<file path="config.mk">
export PLATFORM = sky130hd
export DESIGN_NAME = segic_ctrl
export DESIGN_NICKNAME = d
export VERILOG_FILES = /design/src/design/segic_pkg.sv /design/src/design/segic_ctrl.sv
export SDC_FILE = /design/constraint.sdc
export NUM_CORES = 1
export LEC_CHECK = 0
export BUFFER_PORTS_ARGS = -buffer_cell sky130_fd_sc_hd__buf_2
export CAP_MARGIN = 30
export CORE_AREA = 3 3 40 42
export DETAILED_ROUTE_END_ITERATION = 7
export DIE_AREA = 0 0 43 45
export PLACE_DENSITY = 0.75
export SYNTH_ARGS = -nofsm -noshare
export SYNTH_HDL_FRONTEND = slang
export SYNTH_SLANG_ARGS = --single-unit
</file>
<file path="constraint.sdc">
create_clock -name clk -period 1.7 [get_ports clk]
set_clock_uncertainty 0.05 [all_clocks]
set_input_delay 0.255 -clock clk [delete_from_list [all_inputs] [get_ports clk]]
set_output_delay 0.255 -clock clk [all_outputs]
set_load 0.02 [all_outputs]
</file>
<file path="src/design/segic_pkg.sv">
// Package for the segment intersection connectivity block.
// Holds operation and status codes, field widths and the controller/datapath structs.
// No dependencies.
`default_nettype none

package segic_pkg;

    // Defaults for the top-level parameters
    localparam int MAX_SEGMENTS_DEF = 16;
    localparam int COORD_BITS_DEF   = 16;

    // Fixed field widths
    localparam int OP_W     = 2;
    localparam int FIELD_W  = 16;
    localparam int QIDX_W   = 4;
    localparam int STATUS_W = 2;
    localparam int IN_TDATA_W  = 72;
    localparam int OUT_TDATA_W = 8;

    // Operation codes
    localparam logic [OP_W-1:0] OP_CLEAR  = 2'd0;
    localparam logic [OP_W-1:0] OP_ADD    = 2'd1;
    localparam logic [OP_W-1:0] OP_QUERY  = 2'd2;
    localparam logic [OP_W-1:0] OP_UNUSED = 2'd3;  // no operation, answers ok

    // Status codes
    localparam logic [STATUS_W-1:0] ST_OK        = 2'd0;
    localparam logic [STATUS_W-1:0] ST_SET_FULL  = 2'd1;
    localparam logic [STATUS_W-1:0] ST_BAD_INDEX = 2'd2;
    localparam logic [STATUS_W-1:0] ST_UNUSED    = 2'd3;

    // Commands from controller to datapath
    typedef struct packed {
        logic load;        // capture the input transaction
        logic clear;       // empty the set
        logic add_start;   // store new segment, init its row
        logic mul;         // capture stored segment and cross products
        logic cmp;         // apply touch test, advance index
        logic add_fin;     // bump count, mark closure stale
        logic close_start; // reset sweep index
        logic close_step;  // fold one pivot row into every row that links to the pivot
        logic close_fin;   // mark closure current
        logic res_ok;      // result: ok, not connected
        logic res_full;    // result: set full
        logic qry;         // result: query answer
        logic out_load;    // move result into output register
    } segic_cmd_t;

    // Status from datapath to controller
    typedef struct packed {
        logic [OP_W-1:0] op;
        logic            full;
        logic            count_zero;
        logic            idx_last;
        logic            k_last;
        logic            current;
    } segic_sts_t;

endpackage

`default_nettype wire

</file>
<file path="src/design/segic_ctrl.sv">
// Controller state machine for the segment intersection connectivity block.
// Depends on segic_pkg; drives segic_dp through segic_cmd_t.
`default_nettype none

module segic_ctrl
    import segic_pkg::*;
(
    input  wire logic       clk,
    input  wire logic       rst_n,
    input  wire logic       s_tvalid,
    output logic            s_tready,
    output logic            m_tvalid,
    input  wire logic       m_tready,
    input  wire segic_sts_t sts,
    output segic_cmd_t      cmd
);

    localparam logic [3:0] S_IDLE    = 4'd0;
    localparam logic [3:0] S_DEC     = 4'd1;
    localparam logic [3:0] S_ADD_RD  = 4'd2;
    localparam logic [3:0] S_ADD_MUL = 4'd3;
    localparam logic [3:0] S_ADD_CMP = 4'd4;
    localparam logic [3:0] S_ADD_FIN = 4'd5;
    localparam logic [3:0] S_CLOSE   = 4'd6;
    localparam logic [3:0] S_QRY     = 4'd7;
    localparam logic [3:0] S_RESP    = 4'd8;

    logic [3:0] state_reg, state_next;
    logic       mvalid_reg, mvalid_next;

    assign s_tready = (state_reg == S_IDLE);
    assign m_tvalid = mvalid_reg;

    // Next state and commands
    always_comb
    begin
        state_next = state_reg;
        cmd        = '0;
        unique case (state_reg)
            S_IDLE:
            begin
                if (s_tvalid)
                begin
                    cmd.load   = 1'b1;
                    state_next = S_DEC;
                end
            end
            S_DEC:
            begin
                unique case (sts.op)
                    OP_CLEAR:
                    begin
                        cmd.clear  = 1'b1;
                        cmd.res_ok = 1'b1;
                        state_next = S_RESP;
                    end
                    OP_ADD:
                    begin
                        if (sts.full)
                        begin
                            cmd.res_full = 1'b1;
                            state_next   = S_RESP;
                        end
                        else
                        begin
                            cmd.add_start = 1'b1;
                            state_next    = sts.count_zero ? S_ADD_FIN : S_ADD_RD;
                        end
                    end
                    OP_QUERY:
                    begin
                        if (sts.current)
                        begin
                            state_next = S_QRY;
                        end
                        else if (sts.count_zero)
                        begin
                            cmd.close_fin = 1'b1;
                            state_next    = S_QRY;
                        end
                        else
                        begin
                            cmd.close_start = 1'b1;
                            state_next      = S_CLOSE;
                        end
                    end
                    default:
                    begin
                        cmd.res_ok = 1'b1;
                        state_next = S_RESP;
                    end
                endcase
            end
            S_ADD_RD:
            begin
                state_next = S_ADD_MUL;
            end
            S_ADD_MUL:
            begin
                cmd.mul    = 1'b1;
                state_next = S_ADD_CMP;
            end
            S_ADD_CMP:
            begin
                cmd.cmp    = 1'b1;
                state_next = sts.idx_last ? S_ADD_FIN : S_ADD_RD;
            end
            S_ADD_FIN:
            begin
                cmd.add_fin = 1'b1;
                cmd.res_ok  = 1'b1;
                state_next  = S_RESP;
            end
            S_CLOSE:
            begin
                cmd.close_step = 1'b1;
                if (sts.k_last)
                begin
                    cmd.close_fin = 1'b1;
                    state_next    = S_QRY;
                end
            end
            S_QRY:
            begin
                cmd.qry    = 1'b1;
                state_next = S_RESP;
            end
            S_RESP:
            begin
                if (!mvalid_reg || m_tready)
                begin
                    cmd.out_load = 1'b1;
                    state_next   = S_IDLE;
                end
            end
            default:
            begin
                state_next = S_IDLE;
            end
        endcase
    end

    // Output valid flag
    always_comb
    begin
        if (cmd.out_load)
        begin
            mvalid_next = 1'b1;
        end
        else if (m_tready)
        begin
            mvalid_next = 1'b0;
        end
        else
        begin
            mvalid_next = mvalid_reg;
        end
    end

    always_ff @(posedge clk or negedge rst_n)
    begin
        if (!rst_n)
        begin
            state_reg  <= S_IDLE;
            mvalid_reg <= 1'b0;
        end
        else
        begin
            state_reg  <= state_next;
            mvalid_reg <= mvalid_next;
        end
    end

endmodule

`default_nettype wire

</file>
==> results by group <==
Run status
  • Status: finished, violations left
  • Failing checks: negative setup slack

Power and ir drop
  • Peak supply drop: 917.5 µV
  • P_leak: approximately 0.00040 µW
  • PD cells: between 1000 and 1500 nW/µm²

Final layout
  • Fin util: between 60% and 70%
  • Nets: 113
  • Fin cells: around 110
  • P&R area growth vs syn: 53.76%
  • Layout cell share with drive strength beyond 1: a little over two fifths
  • Layout Cell Area excl Fill: 844.6 µm²
  • Max reg flops: 4
  • # diodes: 0

Global route
  • Met3 Use GR: under 10%
  • Gr ovfl total: 0
  • Overall Global Routing Usage: between 10% and 20%
  • Vias in the first global route: 582
  • Initial antenna violation count: 0
  • Met2 Resource Use GR: between 20% and 30%
  • GR peak layer: met2
  • Pin count of the biggest net entering global routing: 16
  • Met1 usage: 21.08%
  • Global-route wire length before repair: around 2400 µm

Drt
  • Via count: between 600 and 700
  • DRT antenna net count: 0
  • # DRC: 0
  • Vias per cell: 5.518
  • Iteration-0 DRC Markers: 20
  • TritonRoute pass-1 iters: 4
  • Wirelength per Cell: between 10 and 15 µm
  • Total wire length: 1492 µm

Place
  • Post-placement cell area: 721.9 µm²
  • DP HPWL: about 1100 µm
  • Port bufs: 25
  • Placed Cells: between 100 and 150
  • RePlAce Congestion: 0.7286
  • DP Worst Slack: roughly 0.0082 ns

Yosys
  • Syn_nets: slightly above 80
  • Synth Area in Simple Gates: between 40% and 50%
  • Synth top area share: roughly 23%
  • Yosys top cell by area: dfrtp_1
  • Compound-Gate Fraction of Synth Area: 16.17%
  • Async SR Flop Fraction: 100.0%
  • Synth top cells by count: dfrtp_1 (5), nand2b_1 (5), nor2_1 (5), nor3_1 (5), nor3b_1 (5)
  • YS warnings: 0
  • Largest family of logic cells by synthesized area: simple AND/OR/NAND/NOR gates
  • Number of synthesized register bits: 5
  • Syn Inst Count: 68
  • Synth unique cells: 33
  • Post-synth EDFFs: 0
  • Synth Area in Adders: 9.112%
  • Seq/Total Area, Yosys: 22.78%
  • Post-synthesis mux area share: 0%
  • Syn_area_per_cell: a little over 8 µm²
  • Synth Area in XOR/XNOR: around 1.6%
  • Post-synth top flop: dfrtp_1
  • Mapped Area: around 550 µm²
  • Top post-synthesis cells by area: dfrtp_1 (23%), ha_1 (9.1%), nor3b_1 (6.8%)

Timing
  • Tcrit/Tclk final: 111.5%
  • Final worst slack: -0.1959 ns
  • Final hold vios: 0
  • # setup viols final: 4
  • Max Slew Vio Count: 0
  • Measured slew at the worst slew-check pin: ~0.41 ns
  • Sum Neg Setup Slack: -0.6024 ns
  • Fmax: roughly 0.53 GHz
  • RSZ-0062 raised after global routing: yes
  • Fin crit period: about 1.9 ns
  • Slew HR: 71.74%

Critical path
  • Worst-path maximum fanout: 3
  • Crit-path slowest cell: or4b_4
  • Top cell family by delay on the critical path: simple AND/OR/NAND/NOR gates
  • Startpoint types: flop
  • Crit path buf inv count: 1
  • CP required: between 1 and 1.5 ns
  • Crit-path cells: or4b_4 > nor2_2 > a32o_1 > buf_4
  • Worst EP arrival: 1.59 ns
  • Crit path largest cell delay: around 0.59 ns
  • Crit end category: output pin
  • Worst setup path category: flop to output pin

CTS
  • Root buf cell: clkbuf_4
  • Clock transition at path regs: 0.04 ns
  • # H-tree levels: 1
  • CTS tree: yes
  • Sink Count: 5
  • Clk_lat worst skew: about 0.24 ns
  • Post-CTS Setup Inserts: 0
  • Clk buf depth: 2
  • CTS Buf Count: 3

Floorplanning
  • Ports: 26
  • Die H: around 45 µm
  • Row Count: 13
  • Core ar.: 1285 µm²
  • Initial Util: between 40% and 50%
  • Die X: between 40 and 50 µm
  • Die Area: ~1900 µm²

Min path
  • Class of the worst hold path: input port to flop

Job
  • Max cap viols: 0
## cell type report
cell class,instances,area [µm²]
tap,15,18.77
timing repair buffer,30,195.2
fill,112,440.4
multi-input combinational,55,467.9
sequential,5,125.1
clock buffer,4,26.28
inverter,3,11.26
## tightest hold or removal path, delay by kind of cell
kind	cells	cell delay (ns)
buf+inv	1	0.07
simple gates	2	0.19
## cells in the final DEF (no fill, tap or decap), types with 2 or more instances in the layout
master	synthesis	layout
buf_2	3	19
nand2b_1	5	4
buf_6	0	4
buf_4	1	6
and2_1	2	2
nor3_1	5	4
nor3b_1	5	3
clkbuf_4	0	3
dfrtp_1	5	5
nor2_1	5	4
ha_1	4	4
a21oi_1	2	2
nor4b_4	0	2
inv_1	3	3
nand2_1	4	4
nor2b_1	3	3
## worst paths after layout
| path | slack, ns | start | cells after the start | end |
|---|---|---|---|---|
| worst max-delay path | -0.20 | state_reg[3]$_DFFE_PN0P_ | 4 | cmd[4] |
| worst min register to register | 0.63 | state_reg[3]$_DFFE_PN0P_ | 2 | state_reg[1]$_DFFE_PN0P_ |
| min in group asynchronous | 0.31 | rst_n | 2 | state_reg[3]$_DFFE_PN0P_ |
| worst max register to register | 0.29 | state_reg[2]$_DFFE_PN0P_ | 4 | state_reg[0]$_DFFE_PN0P_ |
| max in group asynchronous | 1.17 | rst_n | 2 | state_reg[1]$_DFFE_PN0P_ |
| worst min-delay path | 0.28 | m_tready | 3 | m_tvalid$_DFFE_PN0P_ |
## stage by stage
| step | hold slack [ns] | total power [µW] |
|---|---|---|
| floorplan | -0.09059 | 714.5 |
| global placement | 0.01942 | 881.8 |
| detailed placement | 0.02311 | 898.1 |
| CTS | 0.2705 | 1106 |
| global route | 0.2750 | 1281 |
| finish | 0.2813 | 1186 |
## layer usage
layer	vias up	share of wire, %	wire length [µm]
met2	19	53	794
met3	0	4.8	71
li1	306	-	-
met4	0	0	0
met5	-	0	0
met1	293	42	627
## logic make-up (layout without fill, tap and decap cells)
group,after synthesis,after routing
AOI/OAI and AO/OA,12,12
and+or+nand+nor,38,38
DFF,5,5
adders and majority gates,4,4
buffers and inverters,8,37
xor gates and xnor gates,1,1
## where the power goes
group	total (µW)	leakage, µW	internal, µW	switching [µW]
sequential	186	0.0000661	162	24.1
combinational	867	0.000320	381	485
clock	133	0.0000150	88.5	44.6
total	1190	0.000401	632	554
## repair_timing
| action | 4_1_cts | 5_1_grt |
|---|---|---|
| gates cloned | 0 | 0 |
| gates resized for setup | 10 | 9 |
| endpoints found under the hold margin | 5 | 0 |
| endpoints found under the setup margin | 8 | 8 |
| hold buffers | 1 | 0 |
| pin swaps | 4 | 2 |
No activity file was read; power rests on OpenSTA's default activity.
